### config.mk
export PLATFORM = sky130hd
export DESIGN_NAME = line_sensor_calibrate_and_steer
export DESIGN_NICKNAME = d
export VERILOG_FILES = /design/src/rtl/lsc_pkg.sv /design/src/rtl/lsc_divider.sv /design/src/rtl/lsc_decide.sv /design/src/rtl/line_sensor_calibrate_and_steer.sv
export VERILOG_INCLUDE_DIRS = /design/src /design/src/rtl
export SDC_FILE = /design/constraint.sdc
export NUM_CORES = 1
export LEC_CHECK = 0
export ABC_AREA = 1
export BUFFER_PORTS_ARGS = -buffer_cell sky130_fd_sc_hd__buf_2
export CAP_MARGIN = 20
export CELL_PAD_IN_SITES_DETAIL_PLACEMENT = 0
export CELL_PAD_IN_SITES_GLOBAL_PLACEMENT = 1
export CORE_AREA = 2 2 211 213
export CTS_CLUSTER_SIZE = 40
export DETAILED_ROUTE_END_ITERATION = 10
export DIE_AREA = 0 0 213 215
export GPL_ROUTABILITY_DRIVEN = 0
export GPL_TIMING_DRIVEN = 0
export PLACE_DENSITY_LB_ADDON = 0.1
export SETUP_SLACK_MARGIN = 0.2
export SYNTH_ARGS = -nofsm -noshare
export SYNTH_HDL_FRONTEND = slang
export SYNTH_SLANG_ARGS = --single-unit
### constraint.sdc
create_clock -name clk -period 6.6 [get_ports clk]
set_clock_uncertainty 0.1 [all_clocks]
set_input_delay 0.33 -clock clk [delete_from_list [all_inputs] [get_ports clk]]
set_output_delay 0.33 -clock clk [all_outputs]
set_load 0.02 [all_outputs]
### src/rtl/assert_macros.svh
// Assertion macros shared by the line sensor calibration RTL.
`ifndef ASSERT_MACROS_SVH
`define ASSERT_MACROS_SVH

// Same-cycle implication, checked on every rising edge outside reset.
`define LSC_ASSERT_IMPL(label, clk, rst_n, ante, cons) \
    label: assert property (@(posedge clk) disable iff (!rst_n) (ante) |-> (cons)) \
        else $error("lsc assertion failed");

// Next-cycle implication, checked on every rising edge outside reset.
`define LSC_ASSERT_NEXT(label, clk, rst_n, ante, cons) \
    label: assert property (@(posedge clk) disable iff (!rst_n) (ante) |=> (cons)) \
        else $error("lsc assertion failed");

`endif

### src/rtl/lsc_pkg.sv
// Shared types, codes and constants of the line sensor calibration block.
package lsc_pkg;

    // Number of reflectance channels and the index of the last one.
    localparam int NCH = 6;
    localparam logic [2:0] LAST_CH = 3'(NCH - 1);

    // Normalized level: 0..100 fits seven quotient bits.
    localparam int LEVEL_BITS = 7;
    localparam logic [LEVEL_BITS-1:0] LEVEL_FULL = 7'd100;
    localparam logic [2:0] LAST_STEP = 3'(LEVEL_BITS - 1);

    // Configuration register indexes.
    localparam logic [2:0] REG_INDICATOR_TH = 3'd0;
    localparam logic [2:0] REG_LINE_TH      = 3'd1;
    localparam logic [2:0] REG_JUNCTION     = 3'd2;
    localparam logic [2:0] REG_STOP_NEAR    = 3'd3;
    localparam logic [2:0] REG_STOP_FAR     = 3'd4;
    localparam logic [2:0] REG_AVOID_NEAR   = 3'd5;
    localparam logic [2:0] REG_AVOID_FAR    = 3'd6;

    // Register reset values.
    localparam logic [6:0]  RST_INDICATOR_TH = 7'd40;
    localparam logic [6:0]  RST_LINE_TH      = 7'd55;
    localparam logic [2:0]  RST_JUNCTION     = 3'd5;
    localparam logic [15:0] RST_STOP_NEAR    = 16'd200;
    localparam logic [15:0] RST_STOP_FAR     = 16'd600;
    localparam logic [15:0] RST_AVOID_NEAR   = 16'd300;
    localparam logic [15:0] RST_AVOID_FAR    = 16'd700;

    // Steering status codes.
    localparam logic [2:0] STATUS_STOP     = 3'd0;
    localparam logic [2:0] STATUS_AVOID    = 3'd1;
    localparam logic [2:0] STATUS_NO_LINE  = 3'd2;
    localparam logic [2:0] STATUS_JUNCTION = 3'd3;
    localparam logic [2:0] STATUS_FOLLOW   = 3'd4;

    // Settings used by the decision stage.
    typedef struct packed {
        logic [2:0]  junction;
        logic [15:0] stop_near;
        logic [15:0] stop_far;
        logic [15:0] avoid_near;
        logic [15:0] avoid_far;
    } win_cfg_t;

    // Per-frame summary of the scaled channels.
    typedef struct packed {
        logic [NCH-1:0]    ind_mask;
        logic [NCH-1:0]    line_mask;
        logic [2:0]        count;
        logic signed [3:0] weight;
    } frame_sum_t;

    // Position tap of a channel, leftmost to rightmost.
    function automatic logic signed [3:0] tap_of(input logic [2:0] ch);
        logic signed [3:0] tap;
        unique case (ch)
            3'd0:    tap = -4'sd4;
            3'd1:    tap = -4'sd2;
            3'd2:    tap = -4'sd1;
            3'd3:    tap = 4'sd1;
            3'd4:    tap = 4'sd2;
            3'd5:    tap = 4'sd4;
            default: tap = 4'sd0;
        endcase
        return tap;
    endfunction

endpackage

### src/rtl/lsc_divider.sv
// Bit-serial restoring divider giving (diff * 100) / den, one quotient bit per cycle.
`include "assert_macros.svh"

module lsc_divider #(
    parameter int SAMPLE_BITS = 11
) (
    input  logic                               clk,
    input  logic                               rst_n,
    input  logic                               start,
    input  logic                               flat,
    input  logic [SAMPLE_BITS-1:0]             diff,
    input  logic [SAMPLE_BITS-1:0]             den,
    output logic                               done,
    output logic [lsc_pkg::LEVEL_BITS-1:0]     level
);
    import lsc_pkg::*;

    localparam int NW = SAMPLE_BITS + LEVEL_BITS;

    logic [NW-1:0]         rem_reg;
    logic [NW-1:0]         div_reg;
    logic [LEVEL_BITS-1:0] quot_reg;
    logic [2:0]            cnt_reg;
    logic                  busy_reg;
    logic                  done_reg;
    logic                  flat_reg;
    logic [NW-1:0]         diff_w;
    logic [NW-1:0]         num;
    logic                  fits;

    // Scale by 100 as 64 + 32 + 4.
    assign diff_w = {{LEVEL_BITS{1'b0}}, diff};
    assign num    = (diff_w << 6) + (diff_w << 5) + (diff_w << 2);
    assign fits   = (rem_reg >= div_reg);

    // Control: seven steps after start, then a one-cycle done.
    always_ff @(posedge clk or negedge rst_n)
    begin
        if (!rst_n)
        begin
            busy_reg <= 1'b0;
            done_reg <= 1'b0;
            cnt_reg  <= 3'd0;
        end
        else
        begin
            done_reg <= 1'b0;
            if (start)
            begin
                busy_reg <= 1'b1;
                cnt_reg  <= LAST_STEP;
            end
            else if (busy_reg)
            begin
                cnt_reg <= cnt_reg - 3'd1;
                if (cnt_reg == 3'd0)
                begin
                    busy_reg <= 1'b0;
                    done_reg <= 1'b1;
                end
            end
        end
    end

    // Datapath: compare, subtract and shift the divisor right.
    always_ff @(posedge clk)
    begin
        if (start)
        begin
            rem_reg  <= num;
            div_reg  <= {1'b0, den, 6'b0};
            quot_reg <= '0;
            flat_reg <= flat;
        end
        else if (busy_reg)
        begin
            if (fits)
            begin
                rem_reg <= rem_reg - div_reg;
            end
            quot_reg <= {quot_reg[LEVEL_BITS-2:0], fits};
            div_reg  <= div_reg >> 1;
        end
    end

    // A flat channel has no span and scales to zero.
    assign done  = done_reg;
    assign level = flat_reg ? '0 : quot_reg;

    `LSC_ASSERT_IMPL(a_level_in_range, clk, rst_n, done_reg && !flat_reg,
        quot_reg <= LEVEL_FULL)

endmodule

### src/rtl/lsc_decide.sv
// Steering decision and the registered result word of the calibration block.
`include "assert_macros.svh"

module lsc_decide (
    input  logic                clk,
    input  logic                rst_n,
    input  logic                load,
    input  lsc_pkg::frame_sum_t sum,
    input  logic [15:0]         distance,
    input  lsc_pkg::win_cfg_t   wcfg,
    output logic                ready,
    input  logic                out_stall,
    output logic                out_valid,
    output logic [5:0]          indicator_mask,
    output logic [5:0]          line_mask,
    output logic [2:0]          line_count,
    output logic [2:0]          status,
    output logic signed [3:0]   position_weight
);
    import lsc_pkg::*;

    logic              out_valid_reg;
    logic [5:0]        ind_reg;
    logic [5:0]        line_reg;
    logic [2:0]        count_reg;
    logic [2:0]        status_reg;
    logic signed [3:0] weight_reg;
    logic              in_stop;
    logic              in_avoid;
    logic [2:0]        status_next;

    // The result register can take a new word once the old one is gone.
    assign ready = !out_valid_reg || !out_stall;

    // Status priority: stop window, avoid window with no line, no line, junction, follow.
    assign in_stop  = (distance >= wcfg.stop_near) && (distance <= wcfg.stop_far);
    assign in_avoid = (distance >= wcfg.avoid_near) && (distance <= wcfg.avoid_far);

    always_comb
    begin
        if (in_stop)
        begin
            status_next = STATUS_STOP;
        end
        else if (sum.count == 3'd0 && in_avoid)
        begin
            status_next = STATUS_AVOID;
        end
        else if (sum.count == 3'd0)
        begin
            status_next = STATUS_NO_LINE;
        end
        else if (sum.count >= wcfg.junction)
        begin
            status_next = STATUS_JUNCTION;
        end
        else
        begin
            status_next = STATUS_FOLLOW;
        end
    end

    always_ff @(posedge clk or negedge rst_n)
    begin
        if (!rst_n)
        begin
            out_valid_reg <= 1'b0;
        end
        else if (load)
        begin
            out_valid_reg <= 1'b1;
        end
        else if (!out_stall)
        begin
            out_valid_reg <= 1'b0;
        end
    end

    // Result word; the weight only counts while following.
    always_ff @(posedge clk)
    begin
        if (load)
        begin
            ind_reg    <= sum.ind_mask;
            line_reg   <= sum.line_mask;
            count_reg  <= sum.count;
            status_reg <= status_next;
            weight_reg <= (status_next == STATUS_FOLLOW) ? sum.weight : 4'sd0;
        end
    end

    assign out_valid       = out_valid_reg;
    assign indicator_mask  = ind_reg;
    assign line_mask       = line_reg;
    assign line_count      = count_reg;
    assign status          = status_reg;
    assign position_weight = weight_reg;

    `LSC_ASSERT_IMPL(a_weight_only_follow, clk, rst_n,
        out_valid_reg && status_reg != STATUS_FOLLOW, weight_reg == 4'sd0)
    `LSC_ASSERT_IMPL(a_count_matches_mask, clk, rst_n, out_valid_reg,
        $countones(line_reg) == int'(count_reg))

endmodule

### src/rtl/line_sensor_calibrate_and_steer.sv
// Top level of the line sensor calibration and steering block.
// One frame of six reflectance samples and an obstacle distance is taken per
// word; the block widens each channel's running minimum and maximum, scales
// the sample to 0..100 as (sample - min) * 100 / (max - min) truncated (zero
// for a flat channel), and returns the indicator and line masks, the line
// count, a steering status and a position weight. The channels go one after
// another through a single bit-serial divider that yields one quotient bit
// per cycle: each channel passes a setup state and then the divider steps;
// a new frame is taken only once all six channels are done and the result
// is loaded, later while a finished result waits in the output register.
// Input words are stalled while a frame is in work. Configuration must be
// written only while the block is idle; the block does not enforce it.
`include "assert_macros.svh"

module line_sensor_calibrate_and_steer #(
    parameter int SAMPLE_BITS = 11
) (
    input  logic                   clk,
    input  logic                   rst_n,
    input  logic                   cfg_write,
    input  logic [2:0]             cfg_index,
    input  logic [15:0]            cfg_data,
    input  logic                   in_valid,
    output logic                   in_stall,
    input  logic [SAMPLE_BITS-1:0] sample_0,
    input  logic [SAMPLE_BITS-1:0] sample_1,
    input  logic [SAMPLE_BITS-1:0] sample_2,
    input  logic [SAMPLE_BITS-1:0] sample_3,
    input  logic [SAMPLE_BITS-1:0] sample_4,
    input  logic [SAMPLE_BITS-1:0] sample_5,
    input  logic [15:0]            obstacle_distance,
    output logic                   out_valid,
    input  logic                   out_stall,
    output logic [5:0]             indicator_mask,
    output logic [5:0]             line_mask,
    output logic [2:0]             line_count,
    output logic [2:0]             status,
    output logic signed [3:0]      position_weight
);
    import lsc_pkg::*;

    localparam logic [1:0] ST_IDLE   = 2'd0;
    localparam logic [1:0] ST_SETUP  = 2'd1;
    localparam logic [1:0] ST_DIV    = 2'd2;
    localparam logic [1:0] ST_FINISH = 2'd3;

    localparam logic [SAMPLE_BITS-1:0] MIN_RESET = {1'b1, {(SAMPLE_BITS-1){1'b0}}};

    logic [1:0]             state_reg;
    logic [2:0]             ch_reg;
    logic [SAMPLE_BITS-1:0] samp_reg [NCH];
    logic [SAMPLE_BITS-1:0] min_reg  [NCH];
    logic [SAMPLE_BITS-1:0] max_reg  [NCH];
    logic [15:0]            dist_reg;
    logic [NCH-1:0]         ind_reg;
    logic [NCH-1:0]         line_reg;
    logic [2:0]             count_reg;
    logic signed [3:0]      weight_reg;

    logic [6:0]             ind_th_reg;
    logic [6:0]             line_th_reg;
    win_cfg_t               wcfg_reg;

    logic                   in_accept;
    logic [SAMPLE_BITS-1:0] head_s;
    logic [SAMPLE_BITS-1:0] lo_next;
    logic [SAMPLE_BITS-1:0] hi_next;
    logic                   div_start;
    logic                   div_done;
    logic [LEVEL_BITS-1:0]  level;
    logic                   ind_bit;
    logic                   line_bit;
    logic                   dec_ready;
    logic                   dec_load;
    frame_sum_t             sum;

    assign in_stall  = (state_reg != ST_IDLE);
    assign in_accept = in_valid && !in_stall;

    // Configuration registers.
    always_ff @(posedge clk or negedge rst_n)
    begin
        if (!rst_n)
        begin
            ind_th_reg          <= RST_INDICATOR_TH;
            line_th_reg         <= RST_LINE_TH;
            wcfg_reg.junction   <= RST_JUNCTION;
            wcfg_reg.stop_near  <= RST_STOP_NEAR;
            wcfg_reg.stop_far   <= RST_STOP_FAR;
            wcfg_reg.avoid_near <= RST_AVOID_NEAR;
            wcfg_reg.avoid_far  <= RST_AVOID_FAR;
        end
        else if (cfg_write)
        begin
            unique case (cfg_index)
                REG_INDICATOR_TH: ind_th_reg          <= cfg_data[6:0];
                REG_LINE_TH:      line_th_reg         <= cfg_data[6:0];
                REG_JUNCTION:     wcfg_reg.junction   <= cfg_data[2:0];
                REG_STOP_NEAR:    wcfg_reg.stop_near  <= cfg_data;
                REG_STOP_FAR:     wcfg_reg.stop_far   <= cfg_data;
                REG_AVOID_NEAR:   wcfg_reg.avoid_near <= cfg_data;
                REG_AVOID_FAR:    wcfg_reg.avoid_far  <= cfg_data;
                default:          ;
            endcase
        end
    end

    // The head of the rotating channel registers is the channel being set up.
    assign head_s  = samp_reg[0];
    assign lo_next = (head_s < min_reg[0]) ? head_s : min_reg[0];
    assign hi_next = (head_s > max_reg[0]) ? head_s : max_reg[0];

    assign div_start = (state_reg == ST_SETUP);

    lsc_divider #(
        .SAMPLE_BITS (SAMPLE_BITS)
    ) u_divider (
        .clk   (clk),
        .rst_n (rst_n),
        .start (div_start),
        .flat  (hi_next == lo_next),
        .diff  (head_s - lo_next),
        .den   (hi_next - lo_next),
        .done  (div_done),
        .level (level)
    );

    assign ind_bit  = (level > ind_th_reg);
    assign line_bit = (level < line_th_reg);

    // Running range: rotate one place per channel, writing the widened range at the tail.
    always_ff @(posedge clk or negedge rst_n)
    begin
        if (!rst_n)
        begin
            for (int i = 0; i < NCH; i++)
            begin
                min_reg[i] <= MIN_RESET;
                max_reg[i] <= '0;
            end
        end
        else if (div_start)
        begin
            for (int i = 0; i < NCH - 1; i++)
            begin
                min_reg[i] <= min_reg[i+1];
                max_reg[i] <= max_reg[i+1];
            end
            min_reg[NCH-1] <= lo_next;
            max_reg[NCH-1] <= hi_next;
        end
    end

    // Frame samples and distance; the samples rotate along with the range.
    always_ff @(posedge clk)
    begin
        if (in_accept)
        begin
            samp_reg[0] <= sample_0;
            samp_reg[1] <= sample_1;
            samp_reg[2] <= sample_2;
            samp_reg[3] <= sample_3;
            samp_reg[4] <= sample_4;
            samp_reg[5] <= sample_5;
            dist_reg    <= obstacle_distance;
        end
        else if (div_start)
        begin
            for (int i = 0; i < NCH - 1; i++)
            begin
                samp_reg[i] <= samp_reg[i+1];
            end
            samp_reg[NCH-1] <= head_s;
        end
    end

    // Channel sequencer and the per-frame masks, count and weight.
    always_ff @(posedge clk or negedge rst_n)
    begin
        if (!rst_n)
        begin
            state_reg  <= ST_IDLE;
            ch_reg     <= 3'd0;
            ind_reg    <= '0;
            line_reg   <= '0;
            count_reg  <= 3'd0;
            weight_reg <= 4'sd0;
        end
        else
        begin
            unique case (state_reg)
                ST_IDLE:
                begin
                    if (in_accept)
                    begin
                        state_reg  <= ST_SETUP;
                        ch_reg     <= 3'd0;
                        ind_reg    <= '0;
                        line_reg   <= '0;
                        count_reg  <= 3'd0;
                        weight_reg <= 4'sd0;
                    end
                end
                ST_SETUP:
                begin
                    state_reg <= ST_DIV;
                end
                ST_DIV:
                begin
                    if (div_done)
                    begin
                        ind_reg  <= {ind_bit, ind_reg[NCH-1:1]};
                        line_reg <= {line_bit, line_reg[NCH-1:1]};
                        if (line_bit)
                        begin
                            count_reg  <= count_reg + 3'd1;
                            weight_reg <= weight_reg + tap_of(ch_reg);
                        end
                        if (ch_reg == LAST_CH)
                        begin
                            state_reg <= ST_FINISH;
                        end
                        else
                        begin
                            ch_reg    <= ch_reg + 3'd1;
                            state_reg <= ST_SETUP;
                        end
                    end
                end
                ST_FINISH:
                begin
                    if (dec_ready)
                    begin
                        state_reg <= ST_IDLE;
                    end
                end
                default:
                begin
                    state_reg <= ST_IDLE;
                end
            endcase
        end
    end

    assign dec_load      = (state_reg == ST_FINISH) && dec_ready;
    assign sum.ind_mask  = ind_reg;
    assign sum.line_mask = line_reg;
    assign sum.count     = count_reg;
    assign sum.weight    = weight_reg;

    lsc_decide u_decide (
        .clk             (clk),
        .rst_n           (rst_n),
        .load            (dec_load),
        .sum             (sum),
        .distance        (dist_reg),
        .wcfg            (wcfg_reg),
        .ready           (dec_ready),
        .out_stall       (out_stall),
        .out_valid       (out_valid),
        .indicator_mask  (indicator_mask),
        .line_mask       (line_mask),
        .line_count      (line_count),
        .status          (status),
        .position_weight (position_weight)
    );

    `LSC_ASSERT_NEXT(a_accept_starts_frame, clk, rst_n, in_accept,
        state_reg == ST_SETUP && ch_reg == 3'd0)
    `LSC_ASSERT_IMPL(a_channel_in_range, clk, rst_n,
        state_reg == ST_SETUP || state_reg == ST_DIV, ch_reg <= LAST_CH)

endmodule
# Yosys cells after proc, flatten, opt, wreduce, memory -nomap -nowiden
# Memories as Yosys holds them, arrays and structs flattened.
# Cells that the tools add are included.
word_totals:
  n_memories: 1
  mem_bits_rw: 66
  in_bits: 106
  out_inout_bits: 24
  reg_bits: 324
classes:
  add_sub_neg: 9
  order_cmp: 10
  reduce_logical: 30
  muxes: 58
  n_eq_ne: 22
  n_bitwise: 6
memory_table:
  columns: ["memory", "depth", "word_bits", "rd", "rd_clocked_by_memory_dff", "write_ports", "line", "text"]
  rows:
  - ["samp_reg", 6, 11, 6, 0, 6, "line_sensor_calibrate_and_steer.sv:51", "logic [SAMPLE_BITS-1:0] samp_reg [NCH];"]
op_table:
  columns: ["op", "n"]
  rows:
  - ["2-to-1 mux 11 bit", 8]
  - ["2-to-1 mux 18 bit", 3]
  - ["2-to-1 mux 17 bit", 2]
  - ["2-to-1 mux 3 bit", 11]
  - [">= comparator 16 bit", 2]
  - ["<= comparator 16 bit", 2]
  - ["2-to-1 mux 4 bit", 6]
  - ["case mux 4 bit (6 select lines)", 1]
  - ["case mux 6 bit (2 select lines)", 2]
  - ["subtractor 11 bit", 2]
  - ["adder 17 x 16 -> 18 bit", 1]
  - ["adder 18 x 13 -> 18 bit", 1]
  - ["== test 3 bit, second input constant", 6]
  - [">= comparator 18 x 17 -> 1 bit", 1]
  - ["2-to-1 mux 6 bit", 3]
  - ["subtractor 18 x 17 -> 18 bit", 1]
  - ["AND reduction 2 bit", 8]
  - ["2-to-1 mux 1 bit", 13]
  - ["== test 3 x 2 -> 1 bit, second input constant", 4]
  - ["logical NOT 3 bit", 4]
  - ["case mux 3 bit (2 select lines)", 2]
  - ["== test 11 bit", 1]
  - ["greater-than comparator 11 bit", 1]
  - ["less-than comparator 11 bit", 1]
  - ["other kinds (23)", 49]

# Depth between registers and ports, before layout
logic_depth:
  depth_word: 9
  ltp_mapped: 37
  ltp_nobuf: 35

# By module
# Synthesis repeated with hierarchy kept, for this count alone.
hier_totals:
  cells_unflattened: 2407
  area_unflattened_um2: 20796.2
modules_own_cells:
  columns: ["module", "seq_area_each_um2", "n_inst", "cells_per_inst", "area_per_inst_um2"]
  rows:
  - ["line_sensor_calibrate_and_steer", 8433.1, 1, 1594, 14579.0]
  - ["lsc_divider", 1286.2, 1, 486, 3647.2]
  - ["lsc_decide", 685.7, 1, 327, 2570.0]

# Worst setup path after synthesis
# OpenSTA, ideal clock, no wires.
synth_timing:
  path_kind: "register to register"
  start: "register min_reg[65] (netlist name)"
  end: "register u_divider.rem_reg[16], data pin"
  arrival_ns: 4.909
  setup_ns: 0.253
  path_slack_ns: 1.338
  t_required_ns: 6.247
  stages_incl_launch_ff: 32
  path_cell_list: "dfstp_2 -> inv_1 -> ha_1 -> nand2_1 -> nor2_1 -> and2_4 -> nand2_4 -> nand3_4 -> buf_6 -> clkbuf_1 -> nand2_1 -> o21ai_0 -> ha_1 -> inv_1 -> o21ai_1 -> a21oi_1 -> o21ai_2 -> xnor2_1 -> fa_1 -> fa_1 -> nand2_1 -> nand2_1 -> a21oi_1 -> o21ai_0 -> a21oi_1 -> o21ai_0 -> nand2_1 -> nand2_1 -> a21oi_1 -> xor2_1 -> nand2_1 -> nand2_1"
synth_via:
  elab_chain_len: 6
synth_rtl:
  columns: ["item", "line", "text"]
  rows:
  - ["start, declared", "line_sensor_calibrate_and_steer.sv:52", "logic [SAMPLE_BITS-1:0] min_reg [NCH];"]
  - ["start signal, assigned by index", "line_sensor_calibrate_and_steer.sv:146", "min_reg[i] <= min_reg[i+1];"]
  - ["start signal, assigned by index", "line_sensor_calibrate_and_steer.sv:149", "min_reg[NCH-1] <= lo_next;"]
  - ["less-than comparator 11 bit", "line_sensor_calibrate_and_steer.sv:110", "assign lo_next = (head_s < min_reg[0]) ? head_s : min_reg[0];"]
  - ["2-to-1 mux 11 bit *", "line_sensor_calibrate_and_steer.sv:110", null]
  - ["subtractor 11 bit *", "line_sensor_calibrate_and_steer.sv:122", ".diff (head_s - lo_next),"]
  - ["adder 17 x 16 -> 18 bit", "lsc_divider.sv:33", "assign num = (diff_w << 6) + (diff_w << 5) + (diff_w << 2);"]
  - ["adder 18 x 13 -> 18 bit *", "lsc_divider.sv:33", null]
  - ["2-to-1 mux 18 bit *", "lsc_divider.sv:68", "if (start)"]
  - ["end signal, assigned", "lsc_divider.sv:70", "rem_reg <= num;"]
  - ["end signal, assigned", "lsc_divider.sv:79", "rem_reg <= rem_reg - div_reg;"]
  - ["end, declared", "lsc_divider.sv:20", "logic [NW-1:0] rem_reg;"]
# Every way passes the cells marked *; elsewhere a longest branch is shown, timed or not.
# A chain may end at the register's enable or synchronous reset.

# Worst setup path in the final report
# Ends and elaborated chain as after synthesis.

==> impl_results.md <==
* Master cell of the clock root buffer: sky130_fd_sc_hd__clkbuf_16
* Critical path endpoint category: flip-flop
* Die Height at 215 µm
* Remaining global-route overflow at 0
* Longest Clk Path Bufs at 3
* Max FO, Critical Path at 10
* Clk_lat worst skew at 590 ps
* CTS tree: yes
* Vias in the first global route at 16300
* DRC at 0
* First-pass GRT wire length at 85700 µm
* Slowest stage cell on the critical path: sky130_fd_sc_hd__o21ai_0
* Total CTS buffers at 45
* Pre-Repair DR Iteration Count at 5
* Library cell occupying the most area in the post-synthesis netlist: sky130_fd_sc_hd__dfrtp_1
* Cell types occupying the most area after synthesis: sky130_fd_sc_hd__dfrtp_1 (26%), sky130_fd_sc_hd__edfxtp_1 (20%), sky130_fd_sc_hd__nand2_1 (15%)
* Final WL at 53000 µm
* Synth Flop Type: sky130_fd_sc_hd__dfrtp_1
* Post-Synthesis Net Count at 2595
* Max-slew violation total from the final report at 0
* Max Cap Viol at 0
* Vias post-DR at 16200
* Final setup fails at 0
* Final period utilization at 89.1%
* Total I/O pin count at 130
* Fraction of final layout cells sized beyond drive strength 1 at 11.0%
* Total global routing track utilization at 24.0%
* Critical Path AT at 6120 ps
* Fillers at 4063
* Cell repeated most along the worst path: sky130_fd_sc_hd__nand2_1
* Post-Syn Area at 0.0202 mm²
* Async S/R FF share, synth at 62.3%
* Deepest level of the CTS H-tree at 2
* Per-instance average area after synthesis at 8.72 µm²
* Share of the synthesized area in the top cell type at 26.1%
* Hold crit path type: in2reg
* Wire per inst at 16.5 µm
* Buffers inserted during post-CTS setup optimization at 0
* Count of nets left with antenna violations after detail routing at 0
* Number of cell rows at 77
* Die footprint at 0.0458 mm²
* Number of buffers inserted by port buffering at 129
* Slew HR at 33.0%
* Synthesis-stage register bit count at 390
* Startpoint types: flip-flop
* Number of enable flip-flop cells after synthesis at 134
* Initial antenna violation count at 0
* Unrepaired setup endpoints after global routing: false
* Classification of the worst setup path: reg2reg
* Time the final worst path needs with I/O delays and setup at 5880 ps
* Antenna diode instance count at 0
* Post-route worst setup slack at 722 ps
* Initial core utilization at 46.3%
* Post-synthesis to final-layout area growth at 19.8%
* Max reg flops at 67
* Final Hold Fails at 0
* DRC marker count from the first detailed-route iteration at 958
* Worst setup timing slack at the placement stage at 339 ps
* Top library cells by usage in the layout, fill and taps aside: sky130_fd_sc_hd__nand2_1 (808), sky130_fd_sc_hd__inv_1 (288), sky130_fd_sc_hd__o21ai_0 (215), sky130_fd_sc_hd__dfrtp_1 (211), sky130_fd_sc_hd__ha_1 (163)
* Pin count of the biggest net entering global routing at 127
* Clock tree sinks at 390
* Required time at the endpoint of the critical path at 6840 ps
* Clock input transition at the sequential cells of the worst setup and hold paths at 70 ps
* Maximum cell stage delay along the critical path at 750 ps
* Final HPWL DP at 38800 µm
* Highest achievable clock rate at 170 MHz
* Library cells used by synthesis at 48
* Mean number of vias per cell at 5.03
* Slew at the pin with the worst max-slew slack at 994 ps
* Count of mapped cells out of synthesis at 2317
* Finished Layout Cells at 3213
* Commonest non-fill, non-tap cell in the layout: sky130_fd_sc_hd__nand2_1
* Layout net count at 2862
* Setup TNS after final layout at 0 ps
* Share of the yosys chip area belonging to registers at 51.5%
* Yosys Warn Count at 0
* Core Footprint at 0.0436 mm²
* Outcome: finished, final reports clean
* Die W at 213 µm
* Count of placed standard cells including taps at 3042
* Post-route worst hold slack at 27.3 ps
-- synth_stat cells (4+ instances only) --
library cell and number:
sky130_fd_sc_hd__a211oi_1 6, sky130_fd_sc_hd__a21o_1 6, sky130_fd_sc_hd__a21oi_1 88, sky130_fd_sc_hd__a31oi_1 10, sky130_fd_sc_hd__buf_1 4, sky130_fd_sc_hd__clkbuf_1 66, sky130_fd_sc_hd__dfrtp_1 211, sky130_fd_sc_hd__dfstp_2 32
sky130_fd_sc_hd__dfxtp_1 13, sky130_fd_sc_hd__edfxtp_1 134, sky130_fd_sc_hd__fa_1 7, sky130_fd_sc_hd__ha_1 165, sky130_fd_sc_hd__inv_1 288, sky130_fd_sc_hd__inv_2 5, sky130_fd_sc_hd__nand2_1 809, sky130_fd_sc_hd__nand2_2 9
sky130_fd_sc_hd__nand3_1 45, sky130_fd_sc_hd__nand3_2 6, sky130_fd_sc_hd__nand4_1 17, sky130_fd_sc_hd__nor2_1 69, sky130_fd_sc_hd__nor3_1 15, sky130_fd_sc_hd__o21ai_0 219, sky130_fd_sc_hd__o21bai_1 5, sky130_fd_sc_hd__o221ai_1 6
sky130_fd_sc_hd__o22ai_1 26, sky130_fd_sc_hd__xnor2_1 5, sky130_fd_sc_hd__xor2_1 15
-- what timing repair did --
action,CTS,global route
hold endpoints to repair,321,0
resized for setup,0,13
hold buffers,87,0
endpoints found under the setup margin,0,2
-- metal layers --
layer | routed length [µm] | track usage (%) | vias to the layer above
met2 | 25200 | 40.3 | 373
met3 | 2370 | 3.14 | 102
met4 | 1980 | 9.02 | 0
met1 | 23500 | 31.5 | 7604
li1 | - | - | 8086
met5 | 0 | 0 | -
-- path summary, 6_finish.rpt --
kind / from / endpoint / slack, ps / depth (start not counted)
setup / recovery: min_reg[65]$_DFFE_PN1P_ / u_divider.rem_reg[16]$_DFFE_PP_ / 720 / 27
hold / removal: cfg_data[13] / wcfg_reg[29]$_DFFE_PN0P_ / 30 / 3
setup reg to reg: min_reg[65]$_DFFE_PN1P_ / u_divider.rem_reg[16]$_DFFE_PP_ / 720 / 27
hold reg to reg: line_reg[4]$_DFFE_PN0P_ / u_decide.line_mask[4]$_DFFE_PP_ / 340 / 0
max in group asynchronous: rst_n / min_reg[20]$_DFFE_PN0P_ / 5490 / 3
min in group asynchronous: rst_n / wcfg_reg[23]$_DFFE_PN0P_ / 70 / 2
-- logic make-up after synthesis --
| group | count (synthesis) | share of synthesized area, % |
|---|---|---|
| XOR/XNOR | 20 | 0.867 |
| AO/OA/AOI/OAI | 387 | 10.4 |
| adder cells (fa/ha/maj) | 172 | 10.9 |
| AND/OR/NAND/NOR | 984 | 19.5 |
| buffers and inverters | 364 | 6.80 |
| flip-flops | 390 | 51.5 |
-- cell type report --
type | instances | area (µm²) | share of cell area [%]
Inverter | 293 | 1100 | 4.54
Tap cell | 592 | 741 | 3.06
Timing Repair Buffer | 220 | 1610 | 6.65
Clock inverter | 23 | 304 | 1.26
Sequential cell | 390 | 10400 | 43.0
Multi-Input combinational cell | 1563 | 8490 | 35.0
Clock buffer | 61 | 1300 | 5.36
Buffer | 71 | 275 | 1.14
-- worst max-delay path: cells and delay by family, from the launching register on --
family / cells / cell delay, ps
xor gates and xnor gates: 1 / 90
and+or+nand+nor: 9 / 870
adders and majority gates: 4 / 1550
AOI/OAI and AO/OA: 8 / 1910
buffers and inverters: 5 / 590
DFF: 1 / 530
-- metrics by stage --
step / cell area (µm²) / utilization, %
after floorplan: 20200 / -
after global placement: 21600 / 49.5
after detailed placement: 21700 / 49.7
after CTS: 24200 / 55.4
after global routing: 24200 / 55.5
final: 24200 / 55.5
Power is left out: the tool's default activity adds up to more than one toggle a clock period on the data nets, which glitch-free logic cannot reach.
